--- config.mk ---
export PLATFORM = sky130hd
export DESIGN_NAME = rs485_uart_fifo_engine_core
export DESIGN_NICKNAME = d
export VERILOG_FILES = /design/src/rufe_pkg.sv /design/src/rs485_uart_fifo_engine_core.sv /design/src/rufe_ram.sv
export SDC_FILE = /design/constraint.sdc
export NUM_CORES = 1
export LEC_CHECK = 0
export ABC_AREA = 1
export BUFFER_PORTS_ARGS = -buffer_cell sky130_fd_sc_hd__buf_2
export CAP_MARGIN = 20
export CORE_AREA = 2 2 337 422
export CTS_CLUSTER_SIZE = 28
export DETAILED_ROUTE_END_ITERATION = 7
export DIE_AREA = 0 0 339 424
export GPL_TIMING_DRIVEN = 1
export SYNTH_ARGS = -nofsm -noshare
export SYNTH_HDL_FRONTEND = slang
export SYNTH_HIERARCHICAL = 1
export SYNTH_SLANG_ARGS = --single-unit
export TNS_END_PERCENT = 5
--- constraint.sdc ---
create_clock -name clk -period 3.3 [get_ports clk]
set_input_delay 0.33 -clock clk [delete_from_list [all_inputs] [get_ports clk]]
set_output_delay 0.33 -clock clk [all_outputs]
set_load 0.005 [all_outputs]
--- src/rufe_pkg.sv ---
// ----------------------------------------------------------------------------
// rufe_pkg
// Shared codes, widths and defaults of the buffered RS485 serial engine.
// ----------------------------------------------------------------------------
package rufe_pkg;

    // Default FIFO depths.
    localparam int RX_DEPTH_DEF = 64;
    localparam int TX_DEPTH_DEF = 64;

    // Fixed field widths.
    localparam int CMD_W   = 3;
    localparam int BYTE_W  = 8;
    localparam int KIND_W  = 2;
    localparam int LEVEL_W = 7;
    localparam int CNT_W   = 16;
    localparam int IDX_W   = 2;
    localparam int CFG_W   = 7;

    // Event codes.
    localparam logic [CMD_W-1:0] CMD_HOST_WRITE  = 3'd0;
    localparam logic [CMD_W-1:0] CMD_HOST_READ   = 3'd1;
    localparam logic [CMD_W-1:0] CMD_LINE_BYTE   = 3'd2;
    localparam logic [CMD_W-1:0] CMD_TX_EMPTY    = 3'd3;
    localparam logic [CMD_W-1:0] CMD_TX_COMPLETE = 3'd4;
    localparam logic [CMD_W-1:0] CMD_LINE_IDLE   = 3'd5;

    // Result kinds.
    localparam logic [KIND_W-1:0] KIND_NONE = 2'd0;
    localparam logic [KIND_W-1:0] KIND_HOST = 2'd1;
    localparam logic [KIND_W-1:0] KIND_LINE = 2'd2;

    // Configuration register indexes.
    localparam logic [IDX_W-1:0] REG_RX_WATERMARK    = 2'd0;
    localparam logic [IDX_W-1:0] REG_RECEIVE_ENABLE  = 2'd1;
    localparam logic [IDX_W-1:0] REG_TRANSMIT_ENABLE = 2'd2;

    // Register reset values.
    localparam logic [LEVEL_W-1:0] WATERMARK_RST = 7'd32;

    // Saturation limit of the drop counter.
    localparam logic [CNT_W-1:0] CNT_MAX = 16'hFFFF;

endpackage

--- src/rs485_uart_fifo_engine_core.sv ---
// ----------------------------------------------------------------------------
// rs485_uart_fifo_engine_core
// Buffered half-duplex serial engine with receive and transmit ring FIFOs
// and RS485 driver/receiver turnaround.
// ----------------------------------------------------------------------------
// Each input word is one event. A host read that finds data and a
// transmitter-empty tick that sends a byte pass through S_READ, as the byte
// comes out of the registered RAM read port; other results are registered
// directly. A new word is taken when the engine is not waiting on a RAM read
// and the output register is empty or being emptied in the same cycle. The
// FIFO RAMs have no reset and need no clearing pass: an entry is only read
// after it has been written. Pointers and status reset at once.
module rs485_uart_fifo_engine_core
    import rufe_pkg::*;
#(
    parameter int RX_DEPTH = RX_DEPTH_DEF,
    parameter int TX_DEPTH = TX_DEPTH_DEF
) (
    input  logic               clk,
    input  logic               rst_n,
    // Configuration port.
    input  logic               cfg_we,
    input  logic [IDX_W-1:0]   cfg_index,
    input  logic [CFG_W-1:0]   cfg_data,
    // Input channel.
    input  logic               in_valid,
    output logic               in_ready,
    input  logic [CMD_W-1:0]   cmd,
    input  logic [BYTE_W-1:0]  data_in,
    // Output channel.
    output logic               out_valid,
    input  logic               out_ready,
    output logic [BYTE_W-1:0]  data_out,
    output logic [KIND_W-1:0]  out_kind,
    output logic               write_accepted,
    output logic               read_empty,
    output logic [LEVEL_W-1:0] rx_level,
    output logic [LEVEL_W-1:0] tx_level,
    output logic               rx_notify,
    output logic               tx_space_notify,
    output logic               driver_on,
    output logic               receiver_on,
    output logic [CNT_W-1:0]   overflow_count
);

    localparam int RX_AW = $clog2(RX_DEPTH);
    localparam int TX_AW = $clog2(TX_DEPTH);
    localparam int RX_PW = $clog2(2 * RX_DEPTH);
    localparam int TX_PW = $clog2(2 * TX_DEPTH);
    localparam int RX_LW = $clog2(RX_DEPTH + 1);
    localparam int TX_LW = $clog2(TX_DEPTH + 1);

    localparam logic [RX_PW:0]    RX_WRAP = (RX_PW + 1)'(2 * RX_DEPTH);
    localparam logic [TX_PW:0]    TX_WRAP = (TX_PW + 1)'(2 * TX_DEPTH);
    localparam logic [RX_PW-1:0]  RX_PTR_LAST = RX_PW'(2 * RX_DEPTH - 1);
    localparam logic [TX_PW-1:0]  TX_PTR_LAST = TX_PW'(2 * TX_DEPTH - 1);
    localparam logic [RX_PW-1:0]  RX_PTR_D = RX_PW'(RX_DEPTH);
    localparam logic [TX_PW-1:0]  TX_PTR_D = TX_PW'(TX_DEPTH);
    localparam logic [RX_LW-1:0]  RX_FULL = RX_LW'(RX_DEPTH);
    localparam logic [TX_LW-1:0]  TX_FULL = TX_LW'(TX_DEPTH);

    typedef enum logic {
        S_IDLE,
        S_READ
    } state_t;

    // Fill level of a ring whose pointers run modulo twice the depth.
    function automatic logic [RX_LW-1:0] rx_lvl_f(input logic [RX_PW-1:0] wr,
                                                  input logic [RX_PW-1:0] rd);
        logic [RX_PW:0] diff;
        if (wr >= rd)
        begin
            diff = {1'b0, wr} - {1'b0, rd};
        end
        else
        begin
            diff = {1'b0, wr} + RX_WRAP - {1'b0, rd};
        end
        return RX_LW'(diff);
    endfunction

    function automatic logic [TX_LW-1:0] tx_lvl_f(input logic [TX_PW-1:0] wr,
                                                  input logic [TX_PW-1:0] rd);
        logic [TX_PW:0] diff;
        if (wr >= rd)
        begin
            diff = {1'b0, wr} - {1'b0, rd};
        end
        else
        begin
            diff = {1'b0, wr} + TX_WRAP - {1'b0, rd};
        end
        return TX_LW'(diff);
    endfunction

    // RAM slot of a pointer.
    function automatic logic [RX_AW-1:0] rx_slot_f(input logic [RX_PW-1:0] p);
        return (p >= RX_PTR_D) ? RX_AW'(p - RX_PTR_D) : RX_AW'(p);
    endfunction

    function automatic logic [TX_AW-1:0] tx_slot_f(input logic [TX_PW-1:0] p);
        return (p >= TX_PTR_D) ? TX_AW'(p - TX_PTR_D) : TX_AW'(p);
    endfunction

    // Pointer advance with wrap at twice the depth.
    function automatic logic [RX_PW-1:0] rx_inc_f(input logic [RX_PW-1:0] p);
        return (p == RX_PTR_LAST) ? '0 : p + 1'b1;
    endfunction

    function automatic logic [TX_PW-1:0] tx_inc_f(input logic [TX_PW-1:0] p);
        return (p == TX_PTR_LAST) ? '0 : p + 1'b1;
    endfunction

    // Configuration registers.
    logic [LEVEL_W-1:0] watermark_reg;
    logic               rx_en_reg;
    logic               tx_en_reg;

    // Engine state.
    state_t             state_reg, state_next;
    logic [RX_PW-1:0]   rx_wr_reg, rx_wr_next;
    logic [RX_PW-1:0]   rx_rd_reg, rx_rd_next;
    logic [TX_PW-1:0]   tx_wr_reg, tx_wr_next;
    logic [TX_PW-1:0]   tx_rd_reg, tx_rd_next;
    logic               tick_armed_reg, tick_armed_next;
    logic               cplt_armed_reg, cplt_armed_next;
    logic               driver_reg, driver_next;
    logic               receiver_reg, receiver_next;
    logic [CNT_W-1:0]   drop_reg, drop_next;
    logic               read_tx_reg, read_tx_next;

    // Output register.
    logic               out_valid_reg;
    logic [BYTE_W-1:0]  data_out_reg;
    logic [KIND_W-1:0]  kind_reg, kind_next;
    logic               wr_ok_reg, wr_ok_next;
    logic               rd_empty_reg, rd_empty_next;
    logic [LEVEL_W-1:0] rx_level_reg, tx_level_reg;
    logic               rx_note_reg, rx_note_next;
    logic               tx_note_reg, tx_note_next;

    // RAM ports.
    logic               rx_we, rx_re, tx_we, tx_re;
    logic [BYTE_W-1:0]  rx_rdata, tx_rdata;

    logic               accept;
    logic               need_read;
    logic [RX_LW-1:0]   rx_lvl;
    logic [TX_LW-1:0]   tx_lvl;

    assign in_ready = (state_reg == S_IDLE) && (!out_valid_reg || out_ready);
    assign accept   = in_valid && in_ready;
    assign rx_lvl   = rx_lvl_f(rx_wr_reg, rx_rd_reg);
    assign tx_lvl   = tx_lvl_f(tx_wr_reg, tx_rd_reg);

    // Event decode: pointer and flag updates, RAM accesses, result flags.
    always_comb
    begin
        rx_wr_next      = rx_wr_reg;
        rx_rd_next      = rx_rd_reg;
        tx_wr_next      = tx_wr_reg;
        tx_rd_next      = tx_rd_reg;
        tick_armed_next = tick_armed_reg;
        cplt_armed_next = cplt_armed_reg;
        driver_next     = driver_reg;
        receiver_next   = receiver_reg;
        drop_next       = drop_reg;
        read_tx_next    = read_tx_reg;
        kind_next       = KIND_NONE;
        wr_ok_next      = 1'b0;
        rd_empty_next   = 1'b0;
        rx_note_next    = 1'b0;
        tx_note_next    = 1'b0;
        rx_we           = 1'b0;
        rx_re           = 1'b0;
        tx_we           = 1'b0;
        tx_re           = 1'b0;
        need_read       = 1'b0;
        if (accept)
        begin
            case (cmd)
                CMD_HOST_WRITE:
                begin
                    if (tx_lvl < TX_FULL)
                    begin
                        tx_we      = 1'b1;
                        tx_wr_next = tx_inc_f(tx_wr_reg);
                        wr_ok_next = 1'b1;
                    end
                    tick_armed_next = 1'b1;
                end
                CMD_HOST_READ:
                begin
                    if (rx_lvl != '0)
                    begin
                        rx_re        = 1'b1;
                        rx_rd_next   = rx_inc_f(rx_rd_reg);
                        kind_next    = KIND_HOST;
                        need_read    = 1'b1;
                        read_tx_next = 1'b0;
                    end
                    else
                    begin
                        rd_empty_next = 1'b1;
                    end
                end
                CMD_LINE_BYTE:
                begin
                    if (rx_en_reg && receiver_reg)
                    begin
                        if (rx_lvl < RX_FULL)
                        begin
                            rx_we      = 1'b1;
                            rx_wr_next = rx_inc_f(rx_wr_reg);
                            drop_next  = '0;
                        end
                        else if (drop_reg != CNT_MAX)
                        begin
                            drop_next = drop_reg + 1'b1;
                        end
                        if (32'(rx_lvl) > 32'(watermark_reg))
                        begin
                            rx_note_next = 1'b1;
                        end
                    end
                end
                CMD_TX_EMPTY:
                begin
                    if (tx_en_reg && tick_armed_reg)
                    begin
                        if (tx_lvl == '0)
                        begin
                            tick_armed_next = 1'b0;
                            cplt_armed_next = 1'b1;
                            tx_note_next    = 1'b1;
                        end
                        else
                        begin
                            receiver_next = 1'b0;
                            driver_next   = 1'b1;
                            tx_re         = 1'b1;
                            tx_rd_next    = tx_inc_f(tx_rd_reg);
                            kind_next     = KIND_LINE;
                            need_read     = 1'b1;
                            read_tx_next  = 1'b1;
                        end
                    end
                end
                CMD_TX_COMPLETE:
                begin
                    if (cplt_armed_reg)
                    begin
                        driver_next     = 1'b0;
                        receiver_next   = 1'b1;
                        cplt_armed_next = 1'b0;
                    end
                end
                CMD_LINE_IDLE:
                begin
                    rx_note_next = 1'b1;
                end
                default:
                begin
                end
            endcase
        end
    end

    // Sequencer: a RAM read holds the result back through the S_READ state.
    always_comb
    begin
        state_next = state_reg;
        case (state_reg)
            S_IDLE:
            begin
                if (accept && need_read)
                begin
                    state_next = S_READ;
                end
            end
            S_READ:
            begin
                state_next = S_IDLE;
            end
            default:
            begin
                state_next = S_IDLE;
            end
        endcase
    end

    // State, configuration and registered outputs.
    always_ff @(posedge clk or negedge rst_n)
    begin
        if (!rst_n)
        begin
            watermark_reg  <= WATERMARK_RST;
            rx_en_reg      <= 1'b1;
            tx_en_reg      <= 1'b1;
            state_reg      <= S_IDLE;
            rx_wr_reg      <= '0;
            rx_rd_reg      <= '0;
            tx_wr_reg      <= '0;
            tx_rd_reg      <= '0;
            tick_armed_reg <= 1'b0;
            cplt_armed_reg <= 1'b0;
            driver_reg     <= 1'b0;
            receiver_reg   <= 1'b1;
            drop_reg       <= '0;
            read_tx_reg    <= 1'b0;
            out_valid_reg  <= 1'b0;
            data_out_reg   <= '0;
            kind_reg       <= KIND_NONE;
            wr_ok_reg      <= 1'b0;
            rd_empty_reg   <= 1'b0;
            rx_level_reg   <= '0;
            tx_level_reg   <= '0;
            rx_note_reg    <= 1'b0;
            tx_note_reg    <= 1'b0;
        end
        else
        begin
            // Register writes; unknown indexes are ignored.
            if (cfg_we)
            begin
                case (cfg_index)
                    REG_RX_WATERMARK:    watermark_reg <= cfg_data;
                    REG_RECEIVE_ENABLE:  rx_en_reg     <= cfg_data[0];
                    REG_TRANSMIT_ENABLE: tx_en_reg     <= cfg_data[0];
                    default:
                    begin
                    end
                endcase
            end

            state_reg      <= state_next;
            rx_wr_reg      <= rx_wr_next;
            rx_rd_reg      <= rx_rd_next;
            tx_wr_reg      <= tx_wr_next;
            tx_rd_reg      <= tx_rd_next;
            tick_armed_reg <= tick_armed_next;
            cplt_armed_reg <= cplt_armed_next;
            driver_reg     <= driver_next;
            receiver_reg   <= receiver_next;
            drop_reg       <= drop_next;
            read_tx_reg    <= read_tx_next;

            // The output register empties when the word is taken.
            if (out_valid_reg && out_ready)
            begin
                out_valid_reg <= 1'b0;
            end

            // Capture the result; the byte follows the RAM read if there is one.
            if (accept)
            begin
                kind_reg     <= kind_next;
                wr_ok_reg    <= wr_ok_next;
                rd_empty_reg <= rd_empty_next;
                rx_level_reg <= LEVEL_W'(rx_lvl_f(rx_wr_next, rx_rd_next));
                tx_level_reg <= LEVEL_W'(tx_lvl_f(tx_wr_next, tx_rd_next));
                rx_note_reg  <= rx_note_next;
                tx_note_reg  <= tx_note_next;
                data_out_reg <= '0;
                if (!need_read)
                begin
                    out_valid_reg <= 1'b1;
                end
            end
            if (state_reg == S_READ)
            begin
                data_out_reg  <= read_tx_reg ? tx_rdata : rx_rdata;
                out_valid_reg <= 1'b1;
            end
        end
    end

    // Receive FIFO storage. Reads and writes come from different words,
    // so a read never meets a write to the same entry in flight.
    rufe_ram #(
        .WIDTH (BYTE_W),
        .DEPTH (RX_DEPTH)
    ) u_rx_ram (
        .clk   (clk),
        .we    (rx_we),
        .waddr (rx_slot_f(rx_wr_reg)),
        .wdata (data_in),
        .re    (rx_re),
        .raddr (rx_slot_f(rx_rd_reg)),
        .rdata (rx_rdata)
    );

    // Transmit FIFO storage.
    rufe_ram #(
        .WIDTH (BYTE_W),
        .DEPTH (TX_DEPTH)
    ) u_tx_ram (
        .clk   (clk),
        .we    (tx_we),
        .waddr (tx_slot_f(tx_wr_reg)),
        .wdata (data_in),
        .re    (tx_re),
        .raddr (tx_slot_f(tx_rd_reg)),
        .rdata (tx_rdata)
    );

    assign out_valid       = out_valid_reg;
    assign data_out        = data_out_reg;
    assign out_kind        = kind_reg;
    assign write_accepted  = wr_ok_reg;
    assign read_empty      = rd_empty_reg;
    assign rx_level        = rx_level_reg;
    assign tx_level        = tx_level_reg;
    assign rx_notify       = rx_note_reg;
    assign tx_space_notify = tx_note_reg;
    assign driver_on       = driver_reg;
    assign receiver_on     = receiver_reg;
    assign overflow_count  = drop_reg;

endmodule

--- src/rufe_ram.sv ---
// ----------------------------------------------------------------------------
// rufe_ram
// Generic single-clock RAM with one write port and one registered read port.
// ----------------------------------------------------------------------------
module rufe_ram #(
    parameter int WIDTH = 8,
    parameter int DEPTH = 64
) (
    input  logic                     clk,
    input  logic                     we,
    input  logic [$clog2(DEPTH)-1:0] waddr,
    input  logic [WIDTH-1:0]         wdata,
    input  logic                     re,
    input  logic [$clog2(DEPTH)-1:0] raddr,
    output logic [WIDTH-1:0]         rdata
);

    logic [WIDTH-1:0] mem [DEPTH];

    // Write port and registered read port.
    always_ff @(posedge clk)
    begin
        if (we)
        begin
            mem[waddr] <= wdata;
        end
        if (re)
        begin
            rdata <= mem[raddr];
        end
    end

endmodule

==> impl_metrics.tcl <==
set metrics [dict create \
    die_h_um 424 \
    relSlewSlack_pct 35.7 \
    fin_util_pct 40.1 \
    fmax_mhz 281 \
    start_util_pct 34.7 \
    fin_tns_setup_ns -0.885 \
    hp-start "cmd[1]" \
    status "complete, but fails checks" \
    htree_levels 3 \
    r2r_slack_ns -0.26 \
    dpl.hpwl_um 77700 \
    grt_pass1_vias 31991 \
    drt_drc_violations_left 0 \
    async_reset_ff_share_pct 7.80 \
    clk_path_buf_depth 3 \
    firstDrtPassIters 8 \
    core_sq_um 140000 \
    num_rows 154 \
    rsz0062_at_grt "true" \
    die_w_um 339 \
    gr-total-overflow 0 \
    clock_skew_ns 0.0209 \
    finalSetupViolations 5 \
    fin_crit_sh_pct 108 \
    rr_worst_depth 22 \
    r2r-start "rx_rd_reg[0]" \
    seq_area_frac_synth_pct 68.9 \
    ys.flop_type "edfxtp_1" \
    ys_seq_elements 1128 \
    hold_depth 3 \
    whs_ns 0.0398 \
    syn_to_final_growth_pct 15.7 \
    wl_per_cell_um 19.3 \
    io_buffers 72 \
    pre_cts_slack_ns -0.361 \
    wirelength_um 128000 \
    grt_pass1_wl_um 193000 \
    start_kind "register" \
    path_clk_slew_ns 0.06 \
    ir_drop_mv 0.485 \
    period_minus_slack_ns 3.56 \
    synth_cell_types 51 \
    vias_per_cell 5.02 \
    r2r_end "rx_level[5]" \
    synth.avg_cell_area_sq_um 11.2 \
    drive_gt1_share_pct 13.6 \
    drtIter0Drc 3084 \
    critPathMaxFanout 7 \
    synth.cell_area_sq_um 48600 \
    leakagePower_nw 21.3 \
    grt_max_degree 177 \
    antenna_found_initial 0 \
    layout.nets 4703 \
    drv_slew 0 \
    power_per_cell_area_nw_per_um2 706 \
    failed_checks "setup timing" \
    io_pins 73 \
    synth_edf_count 1040 \
    hp-class "in -> reg" \
    antennaDiodeCount 0 \
    fillers 13290 \
    cap_violations 0 \
    ys_warn_count 6 \
    worst_pin_slew_ns 0.964 \
    setup_slack_ns -0.259 \
    worst_ep_arrival_time_ns 4.11 \
    syn-instance-count 4347 \
    cts_tree "yes" \
    grt_use_total_pct 17.3 \
    cts-root-buf "clkbuf_16" \
    synthesis.nets 4414 \
    gp_congestion 0.876 \
    whs_endpoint "cplt_armed_reg" \
    route.vias.total 33153 \
    clock-sinks 1128 \
    crit_path_end_kind "register" \
    cts_buffers 113 \
    die-area_sq_um 144000 \
    crit_type "reg -> reg" \
    final_hold_viol_count 0 \
    cp.required_ns 3.86 \
    ant_nets 0 \
    clock_latency_ns 0.69 \
]
[worst max-delay path: stages, from the launching register on]
cell and delay [ns]:
dfrtp_4 0.49, ha_4 0.17, inv_4 0.05, fa_2 0.44, inv_2 0.05, nand2_1 0.04, nor2_1 0.09, nand3_1 0.09
nor2_2 0.11, nand3_2 0.10, nand2_4 0.11, inv_6 0.05, nand2_1 0.07, xor2_1 0.29, ha_4 0.27, nand2_1 0.07
nor2_1 0.05, a211oi_1 0.27, or2_2 0.18, nand2_1 0.05, a21oi_1 0.16, xor2_1 0.15, o21ai_0 0.09
[synthesized netlist by cell type (all sizes together) (22+ instances only)]
cell | count | area (sq um)
nand2 | 1481 | 5600
edfxtp | 1040 | 31200
nand3 | 930 | 4670
buf | 201 | 1550
nor2 | 162 | 626
inv | 151 | 579
dfrtp | 84 | 2100
o21ai | 43 | 234
nand4 | 39 | 244
ha | 38 | 475
a21oi | 35 | 201
clkbuf | 34 | 128
nor4 | 22 | 156
[what timing repair did]
item                                    CTS  global route
hold buffers                             14             0
hold endpoints to repair                 97             0
endpoints found under the setup margin    6            14
pin swaps                                18            17
gates resized for setup                  33            13
buffers inserted                         13             2
[where the power goes]
group | switching (mW) | internal, mW | leakage, nW
sequential | 0.149 | 15.9 | 10.4
clock | 5.33 | 6.97 | 1.71
combinational | 7.93 | 3.42 | 9.14
[worst max-delay path by stage]
stage / startpoint / end / slack [ns] / cells after the start
4_1_cts: rx_rd_reg[0] / rx_level[6] / -0.25 / 26
2_1_floorplan: rx_wr_reg[0] / rx_level[6] / -0.12 / 27
3_5_place_dp: rx_rd_reg[0] / rx_level[6] / -0.36 / 26
3_3_place_gp: rx_rd_reg[0] / rx_level[6] / -0.30 / 26
5_1_grt: rx_rd_reg[0] / rx_level[5] / -0.47 / 22
6_report: rx_rd_reg[0] / rx_level[5] / -0.26 / 22
[through the flow]
step / instance area [sq um] / instances / power [mW]
2_1_floorplan: 48600 / 4347 / 24.0
3_3_place_gp: 52200 / 6362 / 27.3
3_5_place_dp: 52200 / 6362 / 27.4
4_1_cts: 56000 / 6594 / 39.8
5_1_grt: 56200 / 6598 / 41.5
6_report: 56200 / 6598 / 39.7
[layout by cell type (no fill, tap or decap), types with 17 or more instances in the layout]
cell,count
edfxtp_1,1040
nand3_1,926
xor2_1,17
clkbuf_16,115
nor2_1,156
nand4_1,39
clkbuf_1,39
buf_2,63
nand2_1,1467
buf_12,19
dfrtp_1,78
clkinv_1,19
inv_1,128
inv_2,17
buf_4,309
nor4_1,19
ha_1,30
a21oi_1,25
o21ai_0,26
[routing by layer]
metal | up-vias | routed length [um] | GRT usage [%]
li1 | 15706 | - | -
met1 | 16238 | 53000 | 22.4
met2 | 998 | 63700 | 30.0
met3 | 211 | 7000 | 2.02
met4 | 0 | 3830 | 5.99
met5 | - | 0 | 0
[cell type report]
type,count,area [sq um],area share [%]
Inverter,153,597,1.06
Tap cell,1872,2340,4.17
Multi-Input combinational cell,2831,13000,23.2
Clock inverter,43,372,0.662
Timing Repair Buffer,409,3220,5.73
Sequential cell,1128,33500,59.6
Clock buffer,162,3130,5.58
[kinds of logic (layout without fill, tap and decap cells)]
group,Yosys count,after routing,share of synthesized area (%)
compound gates,106,106,1.31
xor+xnor,23,23,0.415
fa+ha+maj,42,42,1.14
buf+inv,388,767,4.66
flops,1128,1128,68.9
simple gates,2660,2660,23.6
No activity file was read; power rests on OpenSTA's default activity.
